[config.mk]
export PLATFORM = sky130hd
export DESIGN_NAME = bigram_dictionary_codec
export DESIGN_NICKNAME = d
export VERILOG_FILES = /design/src/sv/bdc_pkg.sv /design/src/sv/bdc_ram.sv /design/src/sv/bdc_dict.sv /design/src/sv/bdc_outbuf.sv /design/src/sv/bigram_dictionary_codec.sv
export SDC_FILE = /design/constraint.sdc
export NUM_CORES = 2
export LEC_CHECK = 0
export BUFFER_PORTS_ARGS = -buffer_cell sky130_fd_sc_hd__buf_2
export CAP_MARGIN = 20
export CORE_MARGIN = 2
export CORE_UTILIZATION = 60
export DETAILED_ROUTE_END_ITERATION = 7
export PLACE_DENSITY = 0.84
export SYNTH_ARGS = -nofsm -noshare
export SYNTH_HDL_FRONTEND = slang
export SYNTH_HIERARCHICAL = 1
export SYNTH_SLANG_ARGS = --single-unit
[constraint.sdc]
create_clock -name clk_i -period 5.4 [get_ports clk_i]
set_clock_uncertainty 0.15 [all_clocks]
set_input_delay 1.08 -clock clk_i [delete_from_list [all_inputs] [get_ports clk_i]]
set_output_delay 1.08 -clock clk_i [all_outputs]
set_load 0.01 [all_outputs]
[src/sv/bdc_pkg.sv]
`default_nettype none
package bdc_pkg;

  localparam int DictEntries = 128;
  localparam int CharW       = 7;
  localparam int ByteW       = 8;
  localparam int PairW       = 2 * CharW;
  localparam int TdataInW    = 32;
  localparam int ApbAddrW    = 3;
  localparam int ApbDataW    = 32;

  localparam int EntryLsb  = 0;
  localparam int FirstLsb  = EntryLsb + CharW;
  localparam int SecondLsb = FirstLsb + CharW;
  localparam int ByteLsb   = SecondLsb + CharW;

  localparam logic CMD_LOAD = 1'b0;
  localparam logic CMD_DATA = 1'b1;

  localparam logic DIR_ENCODE = 1'b0;
  localparam logic DIR_DECODE = 1'b1;

  localparam logic REG_DIRECTION = 1'b0;

  localparam logic [ByteW-1:0] TOKEN_FLAG = 8'h80;

  localparam logic [1:0] PUSH_NONE = 2'd0;
  localparam logic [1:0] PUSH_ONE  = 2'd1;
  localparam logic [1:0] PUSH_TWO  = 2'd2;

  typedef struct packed {
    logic [ByteW-1:0] data;
    logic             last;
  } out_word_t;

  typedef struct packed {
    logic [1:0] count;
    out_word_t  w0;
    out_word_t  w1;
  } push_t;

  typedef struct packed {
    logic             hit;
    logic [CharW-1:0] idx;
  } match_t;

endpackage
`default_nettype wire

[src/sv/bdc_ram.sv]
`default_nettype none
module bdc_ram #(
  parameter int WIDTH = 8,
  parameter int DEPTH = 16
) (
  input  wire logic                     clk_i,
  input  wire logic                     we_i,
  input  wire logic [$clog2(DEPTH)-1:0] waddr_i,
  input  wire logic [WIDTH-1:0]         wdata_i,
  input  wire logic                     re_i,
  input  wire logic [$clog2(DEPTH)-1:0] raddr_i,
  output      logic [WIDTH-1:0]         rdata_o
);

  logic [WIDTH-1:0] mem_q [DEPTH];
  logic [WIDTH-1:0] rdata_q;

  always_ff @(posedge clk_i) begin
    if (we_i) begin
      mem_q[waddr_i] <= wdata_i;
    end
    if (re_i) begin
      rdata_q <= mem_q[raddr_i];
    end
  end

  assign rdata_o = rdata_q;

endmodule
`default_nettype wire

[src/sv/bdc_dict.sv]
`default_nettype none
module bdc_dict #(
  parameter int DICT_ENTRIES = bdc_pkg::DictEntries
) (
  input  wire logic                            clk_i,
  input  wire logic                            rst_ni,
  input  wire logic                            we_i,
  input  wire logic [$clog2(DICT_ENTRIES)-1:0] waddr_i,
  input  wire logic [bdc_pkg::CharW-1:0]       first_i,
  input  wire logic [bdc_pkg::CharW-1:0]       second_i,
  input  wire logic [bdc_pkg::ByteW-1:0]       char_a_i,
  input  wire logic [bdc_pkg::ByteW-1:0]       char_b_i,
  output      bdc_pkg::match_t                 match_o,
  input  wire logic [$clog2(DICT_ENTRIES)-1:0] dec_addr_i,
  output      logic                            dec_valid_o
);
  import bdc_pkg::*;

  logic [DICT_ENTRIES-1:0] valid_q;
  logic [CharW-1:0]        first_q  [DICT_ENTRIES];
  logic [CharW-1:0]        second_q [DICT_ENTRIES];

  always_ff @(posedge clk_i or negedge rst_ni) begin
    if (!rst_ni) begin
      valid_q <= '0;
    end else if (we_i) begin
      valid_q[waddr_i] <= 1'b1;
    end
  end

  always_ff @(posedge clk_i) begin
    if (we_i) begin
      first_q[waddr_i]  <= first_i;
      second_q[waddr_i] <= second_i;
    end
  end

  // The last matching cell in index order wins, so the highest index is reported.
  always_comb begin
    match_o = '0;
    if (!char_a_i[ByteW-1] && !char_b_i[ByteW-1]) begin
      for (int i = 0; i < DICT_ENTRIES; i++) begin
        if (valid_q[i] && first_q[i] == char_a_i[CharW-1:0] &&
            second_q[i] == char_b_i[CharW-1:0]) begin
          match_o.hit = 1'b1;
          match_o.idx = CharW'(i);
        end
      end
    end
  end

  assign dec_valid_o = valid_q[dec_addr_i];

endmodule
`default_nettype wire

[src/sv/bdc_outbuf.sv]
`default_nettype none
module bdc_outbuf (
  input  wire logic                      clk_i,
  input  wire logic                      rst_ni,
  input  wire logic                      push_en_i,
  input  wire bdc_pkg::push_t            push_i,
  output      logic                      free_o,
  output      logic                      m_axis_tvalid,
  input  wire logic                      m_axis_tready,
  output      logic [bdc_pkg::ByteW-1:0] m_axis_tdata,
  output      logic                      m_axis_tlast
);
  import bdc_pkg::*;

  logic [1:0] cnt_q, cnt_d;
  out_word_t  slot0_q, slot0_d;
  out_word_t  slot1_q, slot1_d;
  logic       pop;

  assign pop    = (cnt_q != PUSH_NONE) && m_axis_tready;
  assign free_o = (cnt_q == PUSH_NONE) || (cnt_q == PUSH_ONE && m_axis_tready);

  always_comb begin
    cnt_d   = cnt_q;
    slot0_d = slot0_q;
    slot1_d = slot1_q;
    if (push_en_i) begin
      cnt_d   = push_i.count;
      slot0_d = push_i.w0;
      slot1_d = push_i.w1;
    end else if (pop) begin
      cnt_d   = cnt_q - 2'd1;
      slot0_d = slot1_q;
    end
  end

  always_ff @(posedge clk_i or negedge rst_ni) begin
    if (!rst_ni) begin
      cnt_q <= PUSH_NONE;
    end else begin
      cnt_q <= cnt_d;
    end
  end

  always_ff @(posedge clk_i) begin
    slot0_q <= slot0_d;
    slot1_q <= slot1_d;
  end

  assign m_axis_tvalid = (cnt_q != PUSH_NONE);
  assign m_axis_tdata  = slot0_q.data;
  assign m_axis_tlast  = slot0_q.last;

endmodule
`default_nettype wire

[src/sv/bigram_dictionary_codec.sv]
// A result word is registered in stage one and in the output buffer before it is offered.
// Throughput: one input word per cycle while the output is ready; a word that gives two
// results fills both slots of the two-entry output buffer and stalls the next input word.
// Reset is asynchronous and active low; it clears all dictionary valid bits, the
// pending character and the direction register at once, with no clearing pass.
`default_nettype none
module bigram_dictionary_codec #(
  parameter int DICT_ENTRIES = bdc_pkg::DictEntries
) (
  input  wire logic                         clk_i,
  input  wire logic                         rst_ni,
  input  wire logic                         s_axis_tvalid,
  output      logic                         s_axis_tready,
  // entry_index[6:0], pair_first[13:7], pair_second[20:14], data_byte[28:21]
  input  wire logic [bdc_pkg::TdataInW-1:0] s_axis_tdata,
  // command[0]
  input  wire logic                         s_axis_tuser,
  input  wire logic                         s_axis_tlast,
  output      logic                         m_axis_tvalid,
  input  wire logic                         m_axis_tready,
  // out_byte[7:0]
  output      logic [bdc_pkg::ByteW-1:0]    m_axis_tdata,
  output      logic                         m_axis_tlast,
  input  wire logic                         psel,
  input  wire logic                         penable,
  input  wire logic                         pwrite,
  input  wire logic [bdc_pkg::ApbAddrW-1:0] paddr,
  input  wire logic [bdc_pkg::ApbDataW-1:0] pwdata,
  output      logic [bdc_pkg::ApbDataW-1:0] prdata,
  output      logic                         pready
);
  import bdc_pkg::*;

  localparam int AW = $clog2(DICT_ENTRIES);

  logic             dir_q;
  logic             s1_v_q, s1_v_d;
  logic [ByteW-1:0] s1_byte_q;
  logic             s1_last_q;
  logic [ByteW-1:0] pend_char_q, pend_char_d;
  logic             pend_v_q, pend_v_d;

  logic             accept, advance, free;
  logic             load_ok;
  logic [CharW-1:0] in_entry, in_first, in_second;
  logic [ByteW-1:0] in_byte;
  logic [PairW-1:0] ram_rdata;
  match_t           match;
  logic             dec_valid, dec_ok;
  push_t            push;

  assign in_entry  = s_axis_tdata[EntryLsb +: CharW];
  assign in_first  = s_axis_tdata[FirstLsb +: CharW];
  assign in_second = s_axis_tdata[SecondLsb +: CharW];
  assign in_byte   = s_axis_tdata[ByteLsb +: ByteW];

  assign pready = 1'b1;
  assign prdata = (paddr[2] == REG_DIRECTION) ? {{(ApbDataW-1){1'b0}}, dir_q} : '0;

  always_ff @(posedge clk_i or negedge rst_ni) begin
    if (!rst_ni) begin
      dir_q <= DIR_ENCODE;
    end else if (psel && penable && pwrite && pready && paddr[2] == REG_DIRECTION) begin
      dir_q <= pwdata[0];
    end
  end

  assign s_axis_tready = !s1_v_q || free;
  assign accept        = s_axis_tvalid && s_axis_tready;
  assign advance       = s1_v_q && free;
  assign load_ok       = accept && (s_axis_tuser == CMD_LOAD) &&
                         ({1'b0, in_entry} < 8'(DICT_ENTRIES));

  bdc_ram #(
    .WIDTH(PairW),
    .DEPTH(DICT_ENTRIES)
  ) u_ram (
    .clk_i  (clk_i),
    .we_i   (load_ok),
    .waddr_i(in_entry[AW-1:0]),
    .wdata_i({in_first, in_second}),
    .re_i   (accept),
    .raddr_i(in_byte[AW-1:0]),
    .rdata_o(ram_rdata)
  );

  bdc_dict #(
    .DICT_ENTRIES(DICT_ENTRIES)
  ) u_dict (
    .clk_i      (clk_i),
    .rst_ni     (rst_ni),
    .we_i       (load_ok),
    .waddr_i    (in_entry[AW-1:0]),
    .first_i    (in_first),
    .second_i   (in_second),
    .char_a_i   (pend_char_q),
    .char_b_i   (s1_byte_q),
    .match_o    (match),
    .dec_addr_i (s1_byte_q[AW-1:0]),
    .dec_valid_o(dec_valid)
  );

  assign dec_ok = dec_valid && ({1'b0, s1_byte_q[CharW-1:0]} < 8'(DICT_ENTRIES));

  always_comb begin
    s1_v_d = s1_v_q;
    if (accept) begin
      s1_v_d = (s_axis_tuser == CMD_DATA);
    end else if (advance) begin
      s1_v_d = 1'b0;
    end
  end

  always_ff @(posedge clk_i or negedge rst_ni) begin
    if (!rst_ni) begin
      s1_v_q <= 1'b0;
    end else begin
      s1_v_q <= s1_v_d;
    end
  end

  always_ff @(posedge clk_i) begin
    if (accept) begin
      s1_byte_q <= in_byte;
      s1_last_q <= s_axis_tlast;
    end
  end

  always_comb begin
    push        = '0;
    pend_char_d = pend_char_q;
    pend_v_d    = pend_v_q;
    if (dir_q == DIR_DECODE) begin
      if (s1_byte_q[ByteW-1]) begin
        push.count = PUSH_TWO;
        if (dec_ok) begin
          push.w0.data = {1'b0, ram_rdata[PairW-1:CharW]};
          push.w1.data = {1'b0, ram_rdata[CharW-1:0]};
        end
        push.w1.last = s1_last_q;
      end else begin
        push.count   = PUSH_ONE;
        push.w0.data = s1_byte_q;
        push.w0.last = s1_last_q;
      end
    end else if (!pend_v_q) begin
      if (s1_last_q) begin
        push.count   = PUSH_ONE;
        push.w0.data = s1_byte_q;
        push.w0.last = 1'b1;
      end else begin
        pend_char_d = s1_byte_q;
        pend_v_d    = 1'b1;
      end
    end else if (match.hit) begin
      push.count   = PUSH_ONE;
      push.w0.data = TOKEN_FLAG | {1'b0, match.idx};
      push.w0.last = s1_last_q;
      pend_char_d  = '0;
      pend_v_d     = 1'b0;
    end else begin
      push.w0.data = pend_char_q;
      if (s1_last_q) begin
        push.count   = PUSH_TWO;
        push.w1.data = s1_byte_q;
        push.w1.last = 1'b1;
        pend_char_d  = '0;
        pend_v_d     = 1'b0;
      end else begin
        push.count  = PUSH_ONE;
        pend_char_d = s1_byte_q;
      end
    end
  end

  always_ff @(posedge clk_i or negedge rst_ni) begin
    if (!rst_ni) begin
      pend_char_q <= '0;
      pend_v_q    <= 1'b0;
    end else if (advance) begin
      pend_char_q <= pend_char_d;
      pend_v_q    <= pend_v_d;
    end
  end

  bdc_outbuf u_outbuf (
    .clk_i        (clk_i),
    .rst_ni       (rst_ni),
    .push_en_i    (advance),
    .push_i       (push),
    .free_o       (free),
    .m_axis_tvalid(m_axis_tvalid),
    .m_axis_tready(m_axis_tready),
    .m_axis_tdata (m_axis_tdata),
    .m_axis_tlast (m_axis_tlast)
  );

endmodule
`default_nettype wire
### Word level (Yosys, flattened, before mapping)

Memory sizes are Yosys's and may differ from the RTL's. A register that Yosys moved wholly into a read port is not among the register bits.
Cells that the tools add are included.
Widths: inputs -> output; s select.

| storage, ports and cells | value |
|---|---|
| logic and storage cells | 721 |
| input port bits | 76 |
| register bits | 168 |
| memories | 3 |
| RAM bits | 3584 |
| bits in latches | 0 |
| ROM bits | 0 |

| operators by class | value |
|---|---|
| equal/unequal tests | 258 |
| div/mod/pow operators | 0 |
| shifts and indexed selects | 0 |
| $lt $le $gt $ge | 3 |
| add/sub/neg operators | 1 |
| reduce and logical (&&, ||, !) cells | 277 |
| multiply operators | 0 |
| bitwise gates (word level) | 4 |
| muxes and demuxes | 163 |

Memory list:

| name | depth | bits a word | rd ports | clocked after memory_dff | wr ports | RTL line | source |
|---|---|---|---|---|---|---|---|
| u_ram.mem_q | 128 | 14 | 1 | 1 | 1 | bdc_ram.sv:15 | `logic [WIDTH-1:0] mem_q [DEPTH];` |
| u_dict.first_q | 128 | 7 | 128 | 0 | 1 | bdc_dict.sv:20 | `logic [CharW-1:0] first_q [DICT_ENTRIES];` |
| u_dict.second_q | 128 | 7 | 128 | 0 | 1 | bdc_dict.sv:21 | `logic [CharW-1:0] second_q [DICT_ENTRIES];` |

Operators with widths:

| cell | number |
|---|---|
| $eq 7x7->1 | 256 |
| $mux 8 | 133 |
| $logic_and 1x1->1 | 266 |
| $or 128x128->128 | 1 |
| $mux 9 | 6 |
| $mux 10 | 3 |
| $mux 20 | 1 |
| $lt 7x8->1 const B | 2 |
| $mux 7 | 2 |
| $mux 1 | 12 |
| $mux 11 | 1 |
| $bmux 1 s7 | 1 |
| $demux 1 s7 | 1 |
| $ge 7x1->1 const B | 1 |
| $mux 2 | 3 |
| $reduce_bool 2->1 | 3 |
| $logic_not 1->1 | 3 |
| $not 1->1 | 3 |
| $reduce_and 3->1 | 1 |
| $eq 2x1->1 const B | 1 |
| $logic_not 2->1 | 1 |
| $logic_or 1x1->1 | 2 |
| $ne 2x1->1 const B | 1 |
| $reduce_and 2->1 | 1 |
| $sub 2x1->2 const B | 1 |

### Depth between registers and ports, before layout

An unclocked memory read counts as a cell.

| depth | value |
|---|---|
| word-level depth | 137 |
| depth in mapped cells | 21 |

### Cells and area by module

Netlist, hierarchy kept.

By module, submodules not included:

| module | cells each | sequential area each (µm²) | area each (µm²) | instances |
|---|---|---|---|---|
| bdc_dict | 5208 | 57014.7 | 82280.2 | 1 |
| bdc_ram | 2723 | 54232.0 | 68988.7 | 1 |
| bigram_dictionary_codec | 162 | 545.5 | 1524.0 | 1 |
| bdc_outbuf | 46 | 590.6 | 803.3 | 1 |

### Least setup slack after synthesis

Ideal clock, no wire load.

| path | value |
|---|---|
| kind | reg-to-reg |
| start point | register s1_byte_q[1] |
| end point | register u_outbuf.slot0_q, in the netlist u_outbuf/m_axis_tdata[1], data pin |
| buffers on the path | 7 |
| arrival | 4.133 ns |
| data required time | 4.990 ns |
| cell stages (with the launch flop) | 20 |
| period minus slack after synthesis | 4.543 ns |
| slack | 0.857 ns |
| setup time | 0.260 ns |
| path through | edfxtp_1 buf_6 buf_6 buf_6 buf_4 buf_4 buf_2 xnor2_1 nand4_1 nor4_1 nor2_1 nand3_1 nor4_1 and2_1 a31oi_1 buf_2 mux2_2 a221oi_1 a21oi_1 mux2_2 |

RTL lines:

| element | RTL line | source |
|---|---|---|
| start: declaration | bigram_dictionary_codec.sv:38 | `logic [ByteW-1:0] s1_byte_q;` |
| start signal: assignment | bigram_dictionary_codec.sv:124 | `s1_byte_q <= in_byte;` |
| end signal: assignment | bdc_outbuf.sv:46 | `slot0_q <= slot0_d;` |
| end: declaration | bdc_outbuf.sv:16 | `out_word_t slot0_q, slot0_d;` |

==> qor_table.md <==
| Stage | Result | Reported |
|---|---|---|
| cells and area | Area overhead of the layout relative to synthesis | 13.9% |
| worst hold path | Type of the tightest min-delay check | primary input to flip-flop |
| timing | Actual slew at the worst max-slew pin | 1.26 ns |
| routing | Number of DRC markers after the initial detailed-route iteration | 16.4k |
| routing | Post-route DRC | 0 |
| global routing | First-pass GRT wire length | 653,000 um |
| critical path | Worst path depth | 17 |
| floorplan | I/O Pins | 120 |
| floorplan | Effective utilization at floorplan | 60.4% |
| cells and area | Layout Utilization | 68.8% |
| floorplan | Die footprint | 260,000 sq um |
| critical path | Worst Setup Start Kind | flip-flop |
| synthesis | Portion of synthesized cell area occupied by the leading cell type | 70.9% |
| synthesis | Synth area leaders | sky130_fd_sc_hd__edfxtp_1, sky130_fd_sc_hd__xnor2_1, sky130_fd_sc_hd__mux4_2 |
| timing | Setup TNS | -1.80 ns |
| floorplan | Core Area | 254,000 sq um |
| critical path | Kind of cell adding the most delay to the critical path | simple AND/OR/NAND/NOR gates |
| synthesis | Number of distinct library cells after synthesis | 65 |
| timing | Post-layout minimum cycle time | 5.84 ns |
| cells and area | Final Net Count | 8,961 |
| global routing | Largest net degree at the start of global routing | 124 |
| synthesis | Area leader, netlist | sky130_fd_sc_hd__edfxtp_1 |
| synthesis | Area of the mapped netlist | 154,000 sq um |
| pwr | Maximum VDD drop | 553 uV |
| cts | Number of clock buffers inserted by TritonCTS | 359 |
| cells and area | Final non-filler cell area | 175,000 sq um |
| cts | CTS max path bufs | 4 |
| cts | # clock sinks | 3,766 |
| global routing | Number of global-route vias before repair | 88.4k |
| cts | Cell chosen for the clock root | sky130_fd_sc_hd__clkbuf_16 |
| routing | Wire length per cell after detailed routing | 37.7 um |
| floorplan | Width of the die | 510 um |
| timing | Hold Fails Final Rpt | 0 |
| critical path | WP data arrival | 6.44 ns |
| place | Final weighted congestion in routability-driven placement | 0.907 |
| critical path | Start-to-end type of the worst setup path | flip-flop to flip-flop |
| routing | Ratio of routed vias to standard cells | 7.10 |
| critical path | Required time of the critical path | 6.00 ns |
| routing | Routed WL | 473,000 um |
| synthesis | Seq/Total Area, Yosys | 73.2% |
| critical path | Reg-to-Reg Start | pend_char_q[5] |
| cells and area | Fraction of layout instances using a drive strength above 1 | 23.6% |
| synthesis | Commonest cells in the synthesized netlist | sky130_fd_sc_hd__edfxtp_1, sky130_fd_sc_hd__xnor2_1, sky130_fd_sc_hd__mux4_2 |
| critical path | Number of cells traversed by the worst register-to-register path | 17 |
| critical path | List of cells traversed by the critical path | buf_12 > buf_12 > buf_4 > xnor2_1 > nand4_1 > nor4_4 > or2_2 > nor3_1 > nand3_1 > nor4_4 > buf_4 > and2_1 > a31oi_4 > mux2_2 > a221oi_1 > a21oi_1 > mux2_2 |
| critical path | Number of buffers and inverters on the critical path | 4 |
| synthesis | Synthesized instance count | 8,139 |
| critical path | Timing endpoint of the critical path | u_outbuf/m_axis_tdata[4] |
| floorplan | Number of placement rows | 185 |
| critical path | Delay of the slowest cell on the worst path | 0.66 ns |
| cts | Clock latency of the later-clocked register in the worst-skew pair | 1.01 ns |
| place | Placement-stage cell area | 162,000 sq um |
| place | Number of buffers added on ports | 51 |
| synthesis | EDFF count, synth | 3,625 |
| synthesis | Yosys warning count | 6 |
| synthesis | Synthesized area per cell | 18.9 sq um |
| critical path | Terminus of the critical flop-to-flop path | u_outbuf/m_axis_tdata[4] |
| pwr | Total power consumption of the routed design | 71.7 mW |
| outcome | Violated checks | setup timing |
| timing | Total setup violations reported at the end of the flow | 7 |
| global routing | Number of antenna violations at the first check in global routing | 46 |
| timing | Setup repair after global routing missed its margin | true |
| timing | Worst slew slack as a fraction of its limit | 16.1% |
| global routing | Global-route usage over all layers | 35.6% |
| synthesis | Most numerous cell in the Yosys netlist | sky130_fd_sc_hd__edfxtp_1 |
| critical path | Maximum fanout encountered on the critical timing path | 18 |
| cts | H-tree Lvls | 5 |
| synthesis | Main flop type after synthesis | sky130_fd_sc_hd__edfxtp_1 |
| cts | CTS tree | yes |
| synthesis | Number of storage elements in the synthesis netlist | 3,766 |
| cells and area | Fill cell total of the finished layout | 13.8k |
| pwr | Total power density per cell area | 410 nW/um^2 |
| timing | Worst setup margin | -0.441 ns |
| critical path | Critical-path cell with the highest stage delay | sky130_fd_sc_hd__nor4_4 |
| outcome | Outcome | complete, but fails checks |
| timing | Part of the cycle the worst path needs | 108% |
| timing | Max Clock Freq | 171 MHz |
| pwr | Standby leakage power | 55.1 nW |
| cts | Clock input transition at the sequential cells of the worst setup and hold paths | 0.07 ns |
| global routing | Total gr overflow | 0 |
| critical path | Worst reg-to-reg setup slack | -0.44 ns |
| critical path | Crit. End Element | flip-flop |
| floorplan | Vertical die dimension | 510 um |
| job | Max-capacitance violation count | 0 |
| routing | First-pass iteration count of the detailed router | 8 |
| critical path | CP Launch Point | pend_char_q[5] |
| timing | Number of slew-limit violations in the final report | 0 |
| routing | Vias | 89.2k |
| synthesis | FFs w/ async S/R, synth | 3.74% |
| place | Hpwl dp | 242,000 um |
| routing | Routed Antenna Nets | 0 |
-- cell usage in the layout (no fill, tap or decap), types with 8 or more instances in the layout --
cell | netlist | routed
sky130_fd_sc_hd__nand3_1 | 164 | 164
sky130_fd_sc_hd__clkinvlp_4 | 0 | 16
sky130_fd_sc_hd__inv_1 | 38 | 38
sky130_fd_sc_hd__nor2b_1 | 31 | 31
sky130_fd_sc_hd__clkbuf_1 | 93 | 63
sky130_fd_sc_hd__buf_8 | 0 | 16
sky130_fd_sc_hd__bufinv_16 | 0 | 44
sky130_fd_sc_hd__clkbuf_8 | 0 | 26
sky130_fd_sc_hd__o21ai_0 | 23 | 20
sky130_fd_sc_hd__buf_4 | 142 | 578
sky130_fd_sc_hd__mux2i_1 | 9 | 9
sky130_fd_sc_hd__dfrtp_1 | 141 | 134
sky130_fd_sc_hd__clkbuf_16 | 0 | 370
sky130_fd_sc_hd__nor4_1 | 135 | 95
sky130_fd_sc_hd__mux4_2 | 630 | 630
sky130_fd_sc_hd__or2_2 | 134 | 134
sky130_fd_sc_hd__nand2_1 | 66 | 66
sky130_fd_sc_hd__a22o_1 | 8 | 8
sky130_fd_sc_hd__clkinv_1 | 0 | 57
sky130_fd_sc_hd__clkinv_2 | 0 | 60
sky130_fd_sc_hd__buf_12 | 0 | 95
sky130_fd_sc_hd__conb_1 | 2 | 32
sky130_fd_sc_hd__edfxtp_1 | 3625 | 3625
sky130_fd_sc_hd__nor3_2 | 0 | 9
sky130_fd_sc_hd__diode_2 | 0 | 36
sky130_fd_sc_hd__buf_6 | 66 | 19
sky130_fd_sc_hd__nor2_1 | 329 | 329
sky130_fd_sc_hd__nand2b_1 | 9 | 9
sky130_fd_sc_hd__mux2_2 | 33 | 32
sky130_fd_sc_hd__nand4_1 | 393 | 393
sky130_fd_sc_hd__nor4_2 | 6 | 39
sky130_fd_sc_hd__xnor2_1 | 1782 | 1781
sky130_fd_sc_hd__xor2_1 | 8 | 8
sky130_fd_sc_hd__nor3_1 | 34 | 25
sky130_fd_sc_hd__a21oi_1 | 51 | 49
sky130_fd_sc_hd__buf_2 | 73 | 34
-- cell type report --
cell class,instances,area [sq um],area share [%]
Sequential cell,3766,112000,64.3
Multi-Input combinational cell,3962,39000,22.3
Clock buffer,454,9740,5.57
Timing Repair Buffer,756,7210,4.12
Tap cell,3366,4210,2.41
Clock inverter,187,2080,1.19
Inverter,38,143,0.0815
Antenna cell,36,90.1,0.0515
-- report_power, final --
group | total [mW] | switching, mW | internal (mW)
clock network | 26.2 | 11.3 | 14.9
logic | 12.7 | 7.72 | 4.99
registers | 32.8 | 0.487 | 32.4
total | 71.7 | 19.5 | 52.2
-- worst reg2reg max path, stage by stage, from the launching register on --
cell and delay (ns):
sky130_fd_sc_hd__dfrtp_4 0.57, sky130_fd_sc_hd__buf_12 0.27, sky130_fd_sc_hd__buf_12 0.29, sky130_fd_sc_hd__buf_4 0.35, sky130_fd_sc_hd__xnor2_1 0.24, sky130_fd_sc_hd__nand4_1 0.36
sky130_fd_sc_hd__nor4_4 0.66, sky130_fd_sc_hd__or2_2 0.26, sky130_fd_sc_hd__nor3_1 0.09, sky130_fd_sc_hd__nand3_1 0.22, sky130_fd_sc_hd__nor4_4 0.05, sky130_fd_sc_hd__buf_4 0.16
sky130_fd_sc_hd__and2_1 0.19, sky130_fd_sc_hd__a31oi_4 0.35, sky130_fd_sc_hd__mux2_2 0.42, sky130_fd_sc_hd__a221oi_1 0.45, sky130_fd_sc_hd__a21oi_1 0.14, sky130_fd_sc_hd__mux2_2 0.38
-- what timing repair did --
item / CTS / global route
pin swaps: 2 / 13
gates resized for setup: 42 / 52
endpoints found under the setup margin: 22 / 8
gates cloned: 1 / 4
hold endpoints to repair: 22 / 0
setup buffers: 1 / 12
hold buffers: 1 / 0
-- per-layer routing --
layer / GRT usage (%) / routed length [um]
met1: 44.2 / 147000
met5: 0 / 256
met2: 56.2 / 224000
met4: 22.8 / 37600
met3: 9.17 / 65000
-- cell families after synthesis --
group,Yosys count,synth area share (%)
mux,672,9.54
xor+xnor,1792,10.2
buf+inv,441,1.81
compound gates,135,0.569
fa+ha+maj,2,0.0163
simple gates,1329,4.67
other cells,2,0.00489
flops,3766,73.2
-- flip-flops by register name, indices dropped and copies added (netlist names) --
signal,flops
u_outbuf/m_axis_tdata,8
u_outbuf/slot1_q,9
s1_byte_q,8
s1_v_q,1
u_ram/mem_q,1792
u_outbuf/cnt_q,2
u_ram/rdata_o,14
dir_q,1
pend_char_q,8
u_dict/valid_q,128
s1_last_q,1
u_outbuf/m_axis_tlast,1
pend_v_q,1
u_dict/second_q,896
u_dict/first_q,896
-- how the worst min path moves through the flow --
stage,end,from,slack [ns],depth (start not counted)
4_1_cts,dir_q,pwdata[0],0.18,2
6_report,dir_q,pwdata[0],0.20,2
5_1_grt,s1_last_q,s_axis_tlast,0.17,1
2_1_floorplan,u_dict/valid_q[102],u_dict/valid_q[102],0.31,1
3_3_place_gp,u_dict/valid_q[39],u_dict/valid_q[39],0.32,1
3_5_place_dp,u_dict/valid_q[39],u_dict/valid_q[39],0.33,1
-- per-stage QoR --
| stage | cells | hold slack [ns] | worst slack, ns |
|---|---|---|---|
| 6_report | 12600 | 0.200 | -0.441 |
| 5_1_grt | 12500 | 0.169 | -0.313 |
| 3_5_place_dp | 11900 | 0.328 | -0.656 |
| 3_3_place_gp | 11900 | 0.319 | -0.712 |
| 2_1_floorplan | 8169 | 0.307 | 0.857 |
| 4_1_cts | 12500 | 0.184 | 0.0181 |
(Power assumes the default switching activity.)
